**src/rtl/rgb2hsv_pkg.sv**
```systemverilog
// ----------------------------------------------------------------------------
// rgb2hsv_pkg
// Shared types and constants for the RGB to HSV converter.
// ----------------------------------------------------------------------------
package rgb2hsv_pkg;

   localparam int FRAC_BITS_DEF = 16;

   localparam int CH_W  = 18;   // input channel width, two's complement
   localparam int HUE_W = 16;
   localparam int SV_W  = 17;
   localparam int THR_W = 16;

   localparam logic [THR_W-1:0] THR_RESET = 16'd6;

   // per-pixel control that travels alongside the datapath
   typedef struct packed {
      logic valid;
      logic gray;
   } ctrl_type;

endpackage

```
**src/rtl/rgb2hsv_front.sv**
```systemverilog
// ----------------------------------------------------------------------------
// rgb2hsv_front
// Four-stage front end: channel clamp, max/min and sector pick, chroma span
// and gray test, then hue numerator and denominator for the dividers.
// ----------------------------------------------------------------------------
module rgb2hsv_front
   import rgb2hsv_pkg::*;
#(
   parameter int FRAC_BITS = FRAC_BITS_DEF
) (
   input  logic                    clock,
   input  logic                    reset,
   input  logic                    en,
   input  logic                    in_valid,
   input  logic [CH_W-1:0]         red,
   input  logic [CH_W-1:0]         green,
   input  logic [CH_W-1:0]         blue,
   input  logic [THR_W-1:0]        threshold,
   output ctrl_type                out_ctrl,
   output logic [FRAC_BITS:0]      out_value,
   output logic [FRAC_BITS:0]      out_delta,
   output logic [FRAC_BITS+2:0]    out_num,
   output logic [FRAC_BITS+2:0]    out_den
);

   localparam int VW = FRAC_BITS + 1;
   localparam int HW = VW + 2;
   localparam int CW = (VW > CH_W - 1) ? VW : CH_W - 1;
   localparam int TW = (VW > THR_W) ? VW : THR_W;
   localparam logic [CW-1:0] ONE = {{(CW-1){1'b0}}, 1'b1} << FRAC_BITS;

   localparam logic [1:0] SEC_RED   = 2'd0;
   localparam logic [1:0] SEC_GREEN = 2'd1;
   localparam logic [1:0] SEC_BLUE  = 2'd2;

   function automatic logic [VW-1:0] clamp(input logic [CH_W-1:0] x);
      logic [CW-1:0] mag;
      logic [CW-1:0] res;
      mag = CW'(x[CH_W-2:0]);
      if (x[CH_W-1]) begin
         res = '0;
      end else if (mag > ONE) begin
         res = ONE;
      end else begin
         res = mag;
      end
      return res[VW-1:0];
   endfunction

   // stage 0: clamp
   logic          v0_ff;
   logic [VW-1:0] r0_ff, g0_ff, b0_ff;

   always_ff @(posedge clock) begin
      if (reset) begin
         v0_ff <= 1'b0;
      end else if (en) begin
         v0_ff <= in_valid;
      end
      if (en) begin
         r0_ff <= clamp(red);
         g0_ff <= clamp(green);
         b0_ff <= clamp(blue);
      end
   end

   // stage 1: max, min, sector
   logic          v1_ff;
   logic [VW-1:0] r1_ff, g1_ff, b1_ff, mx1_ff, mn1_ff;
   logic [1:0]    sec1_ff;
   logic [VW-1:0] mx1_in, mn1_in;
   logic [1:0]    sec1_in;

   always_comb begin
      mx1_in = r0_ff;
      mn1_in = r0_ff;
      if (g0_ff > mx1_in) mx1_in = g0_ff;
      if (b0_ff > mx1_in) mx1_in = b0_ff;
      if (g0_ff < mn1_in) mn1_in = g0_ff;
      if (b0_ff < mn1_in) mn1_in = b0_ff;
      // red wins ties, then green
      if (r0_ff >= g0_ff && r0_ff >= b0_ff) begin
         sec1_in = SEC_RED;
      end else if (g0_ff >= b0_ff) begin
         sec1_in = SEC_GREEN;
      end else begin
         sec1_in = SEC_BLUE;
      end
   end

   always_ff @(posedge clock) begin
      if (reset) begin
         v1_ff <= 1'b0;
      end else if (en) begin
         v1_ff <= v0_ff;
      end
      if (en) begin
         r1_ff   <= r0_ff;
         g1_ff   <= g0_ff;
         b1_ff   <= b0_ff;
         mx1_ff  <= mx1_in;
         mn1_ff  <= mn1_in;
         sec1_ff <= sec1_in;
      end
   end

   // stage 2: chroma span, signed channel difference, gray test
   logic          v2_ff, gray2_ff;
   logic [VW-1:0] mx2_ff, delta2_ff;
   logic [VW:0]   diff2_ff;
   logic [1:0]    sec2_ff;
   logic [VW:0]   diff2_in;
   logic [VW-1:0] delta2_in;
   logic          gray2_in;

   always_comb begin
      delta2_in = mx1_ff - mn1_ff;
      gray2_in  = TW'(delta2_in) <= TW'(threshold);
      case (sec1_ff)
         SEC_RED:   diff2_in = {1'b0, g1_ff} - {1'b0, b1_ff};
         SEC_GREEN: diff2_in = {1'b0, b1_ff} - {1'b0, r1_ff};
         default:   diff2_in = {1'b0, r1_ff} - {1'b0, g1_ff};
      endcase
   end

   always_ff @(posedge clock) begin
      if (reset) begin
         v2_ff <= 1'b0;
      end else if (en) begin
         v2_ff <= v1_ff;
      end
      if (en) begin
         gray2_ff  <= gray2_in;
         mx2_ff    <= mx1_ff;
         delta2_ff <= delta2_in;
         diff2_ff  <= diff2_in;
         sec2_ff   <= sec1_ff;
      end
   end

   // stage 3: hue numerator and denominator (six times delta)
   ctrl_type      ctrl3_ff;
   logic [VW-1:0] mx3_ff, delta3_ff;
   logic [HW-1:0] num3_ff, den3_ff;
   logic [HW-1:0] d_ext, diff_ext, den3_in, num3_in;

   always_comb begin
      d_ext    = HW'(delta2_ff);
      diff_ext = {diff2_ff[VW], diff2_ff};
      den3_in  = (d_ext << 2) + (d_ext << 1);
      case (sec2_ff)
         SEC_RED:   num3_in = diff2_ff[VW] ? diff_ext + den3_in : diff_ext;
         SEC_GREEN: num3_in = (d_ext << 1) + diff_ext;
         default:   num3_in = (d_ext << 2) + diff_ext;
      endcase
   end

   always_ff @(posedge clock) begin
      if (reset) begin
         ctrl3_ff <= '0;
      end else if (en) begin
         ctrl3_ff.valid <= v2_ff;
         ctrl3_ff.gray  <= gray2_ff;
      end
      if (en) begin
         mx3_ff    <= mx2_ff;
         delta3_ff <= delta2_ff;
         num3_ff   <= num3_in;
         den3_ff   <= den3_in;
      end
   end

   assign out_ctrl  = ctrl3_ff;
   assign out_value = mx3_ff;
   assign out_delta = delta3_ff;
   assign out_num   = num3_ff;
   assign out_den   = den3_ff;

endmodule

```
**src/rtl/rgb2hsv_div.sv**
```systemverilog
// ----------------------------------------------------------------------------
// rgb2hsv_div
// Pipelined restoring divider for a fraction num/den with num <= den.
// One quotient bit per stage: the integer bit first, then fraction bits.
// ----------------------------------------------------------------------------
module rgb2hsv_div
   import rgb2hsv_pkg::*;
#(
   parameter int W     = 17,
   parameter int STEPS = 17
) (
   input  logic             clock,
   input  logic             en,
   input  logic [W-1:0]     num,
   input  logic [W-1:0]     den,
   output logic [STEPS-1:0] quo
);

   logic [W-1:0]     rem_ff [STEPS];
   logic [W-1:0]     den_ff [STEPS];
   logic [STEPS-1:0] quo_ff [STEPS];

   logic             bit0;
   assign bit0 = num >= den;

   always_ff @(posedge clock) begin
      if (en) begin
         rem_ff[0] <= bit0 ? num - den : num;
         den_ff[0] <= den;
         quo_ff[0] <= STEPS'(bit0);
      end
   end

   for (genvar k = 1; k < STEPS; k++) begin : g_step
      logic [W:0]   r2;
      logic         q_bit;
      logic [W:0]   r_next;

      always_comb begin
         r2     = {rem_ff[k-1], 1'b0};
         q_bit  = r2 >= {1'b0, den_ff[k-1]};
         r_next = q_bit ? r2 - {1'b0, den_ff[k-1]} : r2;
      end

      always_ff @(posedge clock) begin
         if (en) begin
            rem_ff[k] <= r_next[W-1:0];   // remainder stays below den
            den_ff[k] <= den_ff[k-1];
            quo_ff[k] <= {quo_ff[k-1][STEPS-2:0], q_bit};
         end
      end
   end

   assign quo = quo_ff[STEPS-1];

endmodule

```
**src/rtl/rgb_to_hsv_converter.sv**
```systemverilog
// Throughput: one pixel per cycle while req_stall is low;
// the two dividers retire one quotient bit per stage.
// Output register plus one skid entry: the input stalls only once both are full.
// Reset (synchronous, active high) empties the pipeline and sets gray_threshold to 6.
// ----------------------------------------------------------------------------
// rgb_to_hsv_converter
// Fixed-point RGB to HSV conversion: clamp front end, saturation and hue
// dividers in parallel, output register with skid buffer.
// ----------------------------------------------------------------------------
module rgb_to_hsv_converter
   import rgb2hsv_pkg::*;
#(
   parameter int FRAC_BITS = FRAC_BITS_DEF
) (
   input  logic              clock,
   input  logic              reset,
   input  logic              csr_wr_en,
   input  logic [THR_W-1:0]  csr_wr_data,
   input  logic              req_valid,
   output logic              req_stall,
   input  logic [CH_W-1:0]   req_red_in,
   input  logic [CH_W-1:0]   req_green_in,
   input  logic [CH_W-1:0]   req_blue_in,
   output logic              rsp_valid,
   input  logic              rsp_stall,
   output logic [HUE_W-1:0]  rsp_hue_out,
   output logic [SV_W-1:0]   rsp_saturation_out,
   output logic [SV_W-1:0]   rsp_value_out
);

   localparam int VW    = FRAC_BITS + 1;
   localparam int HW    = VW + 2;
   localparam int STEPS = FRAC_BITS + 1;

   logic [THR_W-1:0] thr_ff;

   always_ff @(posedge clock) begin
      if (reset) begin
         thr_ff <= THR_RESET;
      end else if (csr_wr_en) begin
         thr_ff <= csr_wr_data;
      end
   end

   logic skid_valid_ff;
   logic en;
   assign en        = !skid_valid_ff;
   assign req_stall = skid_valid_ff;

   ctrl_type      f_ctrl;
   logic [VW-1:0] f_value, f_delta;
   logic [HW-1:0] f_num, f_den;

   rgb2hsv_front #(.FRAC_BITS(FRAC_BITS)) u_front (
      .clock     (clock),
      .reset     (reset),
      .en        (en),
      .in_valid  (req_valid),
      .red       (req_red_in),
      .green     (req_green_in),
      .blue      (req_blue_in),
      .threshold (thr_ff),
      .out_ctrl  (f_ctrl),
      .out_value (f_value),
      .out_delta (f_delta),
      .out_num   (f_num),
      .out_den   (f_den)
   );

   logic [STEPS-1:0] sat_q, hue_q;

   rgb2hsv_div #(.W(VW), .STEPS(STEPS)) u_sat_div (
      .clock (clock),
      .en    (en),
      .num   (f_delta),
      .den   (f_value),
      .quo   (sat_q)
   );

   rgb2hsv_div #(.W(HW), .STEPS(STEPS)) u_hue_div (
      .clock (clock),
      .en    (en),
      .num   (f_num),
      .den   (f_den),
      .quo   (hue_q)
   );

   // control and value ride alongside the divider stages
   ctrl_type      side_ctrl_ff [STEPS];
   logic [VW-1:0] side_val_ff  [STEPS];

   for (genvar k = 0; k < STEPS; k++) begin : g_side
      ctrl_type      ctrl_src;
      logic [VW-1:0] val_src;
      if (k == 0) begin : g_first
         assign ctrl_src = f_ctrl;
         assign val_src  = f_value;
      end else begin : g_next
         assign ctrl_src = side_ctrl_ff[k-1];
         assign val_src  = side_val_ff[k-1];
      end
      always_ff @(posedge clock) begin
         if (reset) begin
            side_ctrl_ff[k] <= '0;
         end else if (en) begin
            side_ctrl_ff[k] <= ctrl_src;
         end
         if (en) begin
            side_val_ff[k] <= val_src;
         end
      end
   end

   // result formatting, masked to field widths; hue and saturation are zero for gray pixels
   ctrl_type             last_ctrl;
   logic [STEPS+HUE_W-1:0] hue_ext;
   logic [STEPS+SV_W-1:0]  sat_ext;
   logic [VW+SV_W-1:0]     val_ext;
   logic [HUE_W-1:0]     hue_w;
   logic [SV_W-1:0]      sat_w, val_w;

   assign last_ctrl = side_ctrl_ff[STEPS-1];
   assign hue_ext   = {{HUE_W{1'b0}}, hue_q};
   assign sat_ext   = {{SV_W{1'b0}}, sat_q};
   assign val_ext   = {{SV_W{1'b0}}, side_val_ff[STEPS-1]};
   assign hue_w     = last_ctrl.gray ? '0 : hue_ext[HUE_W-1:0];
   assign sat_w     = last_ctrl.gray ? '0 : sat_ext[SV_W-1:0];
   assign val_w     = val_ext[SV_W-1:0];

   // output register and skid entry
   logic             rsp_valid_ff;
   logic [HUE_W-1:0] rsp_hue_ff, skid_hue_ff;
   logic [SV_W-1:0]  rsp_sat_ff, skid_sat_ff;
   logic [SV_W-1:0]  rsp_val_ff, skid_val_ff;
   logic             out_ready, incoming;

   assign out_ready = !rsp_valid_ff || !rsp_stall;
   assign incoming  = en && last_ctrl.valid;

   always_ff @(posedge clock) begin
      if (reset) begin
         rsp_valid_ff  <= 1'b0;
         skid_valid_ff <= 1'b0;
      end else if (out_ready) begin
         rsp_valid_ff  <= skid_valid_ff || incoming;
         skid_valid_ff <= 1'b0;
      end else if (incoming) begin
         skid_valid_ff <= 1'b1;
      end
   end

   always_ff @(posedge clock) begin
      if (out_ready) begin
         if (skid_valid_ff) begin
            rsp_hue_ff <= skid_hue_ff;
            rsp_sat_ff <= skid_sat_ff;
            rsp_val_ff <= skid_val_ff;
         end else begin
            rsp_hue_ff <= hue_w;
            rsp_sat_ff <= sat_w;
            rsp_val_ff <= val_w;
         end
      end else if (incoming) begin
         skid_hue_ff <= hue_w;
         skid_sat_ff <= sat_w;
         skid_val_ff <= val_w;
      end
   end

   assign rsp_valid          = rsp_valid_ff;
   assign rsp_hue_out        = rsp_hue_ff;
   assign rsp_saturation_out = rsp_sat_ff;
   assign rsp_value_out      = rsp_val_ff;

endmodule

```
**config.mk**
```make
export PLATFORM = sky130hd
export DESIGN_NAME = rgb_to_hsv_converter
export DESIGN_NICKNAME = d
export VERILOG_FILES = /design/src/rtl/rgb2hsv_pkg.sv /design/src/rtl/rgb2hsv_front.sv /design/src/rtl/rgb2hsv_div.sv /design/src/rtl/rgb_to_hsv_converter.sv
export SDC_FILE = /design/constraint.sdc
export NUM_CORES = 2
export LEC_CHECK = 0
export ABC_AREA = 1
export BUFFER_PORTS_ARGS = -buffer_cell sky130_fd_sc_hd__clkbuf_2
export CORE_MARGIN = 5
export CORE_UTILIZATION = 30
export DETAILED_ROUTE_END_ITERATION = 7
export SLEW_MARGIN = 30
export SYNTH_ARGS = -nofsm -noshare
export SYNTH_HDL_FRONTEND = slang
export SYNTH_SLANG_ARGS = --single-unit
export TNS_END_PERCENT = 10
```
**constraint.sdc**
```tcl
create_clock -name clock -period 101.4 [get_ports clock]
set_clock_uncertainty 0.05 [all_clocks]
set_input_delay 10.14 -clock clock [delete_from_list [all_inputs] [get_ports clock]]
set_output_delay 10.14 -clock clock [all_outputs]
set_load 0.005 [all_outputs]
```
Word-level counts from Yosys, hierarchy flattened
Memories as Yosys holds them, arrays and structs flattened.
Index checks and enable logic that the tools add are counted.
- memory bits (writable): 2125
- logic and storage cells: 236
- output and inout port bits: 52
- memories kept: 8
- flip-flop bits (word level): 388
- order comparisons: 45
- eq/ne operators: 2
- bitwise gates (word level): 18
- reduce and logical (&&, ||, !) cells: 14
- add/sub/neg operators: 42
- mux-type cells: 72
- memory list (name ; depth ; width ; read ports ; clocked after memory_dff ; wr ports ; line ; RTL):
    u_hue_div.den_ff ; 17 ; 19 ; 16 ; 0 ; 17 ; rgb2hsv_div.sv:20 ; logic [W-1:0] den_ff [STEPS];
    u_hue_div.rem_ff ; 17 ; 19 ; 16 ; 0 ; 17 ; rgb2hsv_div.sv:19 ; logic [W-1:0] rem_ff [STEPS];
    side_val_ff ; 17 ; 17 ; 17 ; 0 ; 17 ; rgb_to_hsv_converter.sv:90 ; logic [VW-1:0] side_val_ff [STEPS];
    u_hue_div.quo_ff ; 17 ; 17 ; 17 ; 0 ; 17 ; rgb2hsv_div.sv:21 ; logic [STEPS-1:0] quo_ff [STEPS];
    u_sat_div.den_ff ; 17 ; 17 ; 16 ; 0 ; 17 ; rgb2hsv_div.sv:20 ;
    u_sat_div.quo_ff ; 17 ; 17 ; 17 ; 0 ; 17 ; rgb2hsv_div.sv:21 ;
    2 more memories ; -- ; -- ; -- ; -- ; -- ; -- ;
- operator list (cell ; number):
    2-to-1 mux 17 bit ; 27
    2-to-1 mux 19 bit ; 18
    subtractor 19 bit ; 17
    greater-or-equal comparator 20 x 19 -> 1 bit ; 16
    subtractor 17 bit ; 18
    greater-or-equal comparator 18 x 17 -> 1 bit ; 16
    greater-or-equal comparator 17 bit ; 4
    subtractor 17 x 17 -> 18 bit ; 3
    greater-than comparator 17 bit (second input constant) ; 3
    adder 19 bit ; 2
    one-hot mux 19 bit (2 select lines) ; 1
    2-to-1 mux 2 bit ; 18
    one-hot mux 18 bit (2 select lines) ; 1
    greater-than comparator 17 bit ; 2
    < comparator 17 bit ; 2
    2-to-1 mux 16 bit ; 2
    adder 18 x 19 -> 19 bit ; 1
    adder 19 x 18 -> 19 bit ; 1
    greater-or-equal comparator 19 bit ; 1
    less-or-equal comparator 17 x 16 -> 1 bit ; 1
    bitwise OR 1 bit ; 17
    OR reduction 2 bit ; 4
    2-to-1 mux 1 bit ; 5
    equality test 2 x 1 -> 1 bit (second input constant) ; 2
    other kinds (6) ; 11

Longest topological paths before layout
- depth in word-level cells: 4
- mapped depth: 26

Modules after synthesis
Synthesis repeated with hierarchy kept, for this count alone.
- cells, all modules: 13961
- area total of the unflattened synthesis: 124217.9 µm²
- modules (own cells, without submodules) (module ; cells each ; instances ; seq. area each (µm²) ; area each (µm²)):
    rgb2hsv_div at u_hue_div ; 5538 ; 1 ; 22851.9 ; 46639.7
    rgb2hsv_div at u_sat_div ; 5281 ; 1 ; 20930.1 ; 43196.4
    rgb2hsv_front ; 2307 ; 1 ; 7997.7 ; 19458.7
    rgb_to_hsv_converter ; 835 ; 1 ; 13062.5 ; 14923.1

Worst setup path after synthesis
Ideal clock, no wire load.
- path kind: reg-to-reg
- from: register skid_valid_ff (netlist: req_stall)
- to: memory side_val_ff[0][0] (netlist bit) (enable)
- arrival: 46.051 ns
- data required time: 98.638 ns
- setup time: 2.712 ns
- stages on the path, launching flop included: 4
- buffers on the path: 2
- slack: 52.587 ns
- clock period less this slack: 48.813 ns
- cells stage by stage: dfxtp_1 clkbuf_1 inv_2 buf_1
- RTL lines (element ; line ; RTL):
    start, declared ; rgb_to_hsv_converter.sv:45 ; logic skid_valid_ff;
    start signal, assigned ; rgb_to_hsv_converter.sv:143 ; skid_valid_ff <= 1'b0;
    start signal, assigned ; rgb_to_hsv_converter.sv:146 ; skid_valid_ff <= 1'b0;
    start signal, assigned ; rgb_to_hsv_converter.sv:148 ; skid_valid_ff <= 1'b1;
    end, declared ; rgb_to_hsv_converter.sv:90 ;

==> impl_metrics.tcl <==
set metrics [dict create \
    run_status "completed" \
    crit_family "buffers and inverters" \
    drt-initial-drc-count 4741 \
    cts_made_buffers 210 \
    drt_wl_total_mm 263 \
    die_area_um2 368000 \
    gr-total-overflow 0 \
    finalMaxSlewViolations 0 \
    clk_latency_ps 880 \
    tightestPinTransition_ps 948 \
    ys.flop_type "edfxtp_1" \
    port_buffers 126 \
    clock_sinks 1847 \
    cts_setup_buffers 0 \
    initial_utilization 0.301 \
    gr-usage-all-layers 0.139 \
    synthMuxAreaShare 0.000105 \
    drive_above_1_share 0.0548 \
    max-slew-margin-rel 0.366 \
    vias 77500 \
    first_global_vias 76700 \
    row_count 219 \
    synth-edff-count 1824 \
    synthArstFlopShare 0 \
    place_hpwl_mm 204 \
    path_clk_slew_ps 60 \
    drc 0 \
    post_drt_wl_per_cell_um 16.2 \
    antenna_found_initial 3 \
    worstSetupPathType "input pin to flop" \
    drt-pass1-iter-count 7 \
    slowest_delay_ps 1010 \
    final_hold_viol_count 0 \
    yosysTopAreaCell "edfxtp_1" \
    postCtsResizedCells 0 \
    antenna_left 0 \
    grt_start_max_net_pins 162 \
    cp_max_fo 39 \
    gp_congestion 0.937 \
    path_buf_inv 2 \
    synth_top_area_frac 0.513 \
    cp.depth 3 \
    cap_violations 0 \
    cts_hold_buf 0 \
    syn_inst 11200 \
    period_share 0.118 \
    final_nets 12300 \
    synthSimpleGateAreaFrac 0.181 \
    synth_commonest_cells "nand2_1, edfxtp_1, inv_1, a21oi_1, nor2_1" \
    yosysMostFrequentCell "nand2_1" \
    synth_xor_area_frac 0.0336 \
    synthesis.area_um2 107000 \
    endpoint_kind "flop" \
    ios 127 \
    synthToLayoutAreaGrowth_pct 12.0 \
    die_height_um 607 \
    synthAdderAreaFrac 0.104 \
    ys_seq_elements 1847 \
    holdCritPathClass "flop to flop" \
    routed_via_density 4.76 \
    fmax_ghz 0.0837 \
    path_cells "clkbuf_2, clkinv_1, nand2_2" \
    cp_slowest_cell "nand2_2" \
    cp.required_ps 101810 \
    yosys_warnings 0 \
    rsz0062_at_grt "false" \
    fp.dieW_um 607 \
    setup_viol 0 \
    worstPathArrival_ps 12360 \
    grt_pass1_wl_mm 415 \
    synth_top_family_by_area "simple AND/OR/NAND/NOR gates" \
    min_period_ps 11950 \
    whs_path_depth 0 \
    cts_max_level 4 \
    tns_ps 0 \
    synth_cell_types 68 \
    cts_tree "yes" \
    core_um2 355000 \
    syn_area_per_cell_um2 9.56 \
    syn_nets 12100 \
    ctsLongestPathBuffers 4 \
    synth_area_leaders "edfxtp_1, ha_1, nand2_1" \
    crit_path_start_kind "input pin" \
    synth_compound_area_frac 0.102 \
    r2r_cells 8 \
    yosysSeqAreaShare 0.517 \
    root_buffer "clkbuf_16" \
]
## final cells by class
type | instances | area, um2
inverter | 1516 | 5700
clock inverter | 131 | 1230
antenna | 2 | 5.00
clock buffer | 246 | 5500
fill | 36500 | 236000
sequential | 1847 | 55200
tap | 4751 | 5940
multi-input combinational | 7651 | 45000
timing repair buffer | 163 | 967
## worst paths after layout
path,from,end,slack (ps)
worst min-delay path,u_hue_div.quo_ff[15][7],u_hue_div.quo_ff[16][8],300
worst max-delay path,reset,side_ctrl_ff[0][1],89450
worst min register to register,u_hue_div.quo_ff[15][7],u_hue_div.quo_ff[16][8],300
worst max register to register,req_stall,u_front.out_num[16],95520
## placed cells by master, fill, tap and decap left out, types with 13 or more instances in the layout
cell / instances
edfxtp_1: 1824
buf_4: 28
clkinv_2: 36
inv_6: 13
o31ai_1: 35
ha_1: 825
xor2_1: 223
nand3_1: 567
a31oi_1: 81
inv_1: 1510
o21ai_0: 471
a21boi_0: 26
xnor2_1: 187
nand3_2: 20
nand2_1: 2215
dfxtp_1: 22
a21oi_2: 17
nor3_1: 103
or2_2: 32
clkbuf_2: 126
bufinv_16: 20
nand4_1: 324
nor4_1: 48
a21oi_1: 1041
o21ai_1: 29
fa_1: 40
clkbuf_16: 214
a21o_1: 75
nand4_2: 20
clkinv_1: 47
o21bai_1: 47
o21a_1: 28
o211ai_1: 20
nand3b_1: 41
clkbuf_1: 30
and2_1: 16
nor2_1: 979
## sequential cells by signal (all words and copies together), names as in the netlist, 18 cells and up
name              cells
u_front.out_num      19
u_sat_div.rem_ff    272
u_hue_div.den_ff    288
u_sat_div.quo_ff    153
u_hue_div.rem_ff    289
u_front.diff2_ff     18
side_ctrl_ff         34
u_hue_div.quo_ff    136
side_val_ff         289
## cell families after synthesis
kind of cell,Yosys count
DFF,1847
buffers and inverters,1674
adders and majority gates,865
muxes,1
AOI/OAI and AO/OA,1948
and+or+nand+nor,4427
xor gates and xnor gates,410
## layer usage
layer	wire length (um)	global-route usage	vias up
li1	-	-	39200
met1	112000	0.169	36200
met2	132000	0.252	1531
met3	8990	0.0156	565
met4	11000	0.0543	0
met5	0	0	-
## metrics by stage
step	worst slack [ps]	cells	hold slack [ps]	util	area, um2
after floorplan	52590	11200	350	-	107000
after global placement	88510	15900	351	0.317	113000
after detailed placement	88560	15900	355	0.317	113000
after CTS	89480	16300	299	0.336	119000
after global routing	89130	16300	323	0.337	120000
final	89450	16300	298	0.337	120000
Power is not shown: default switching activity piles up to over one toggle a cycle in this logic, so the estimate is an artifact.
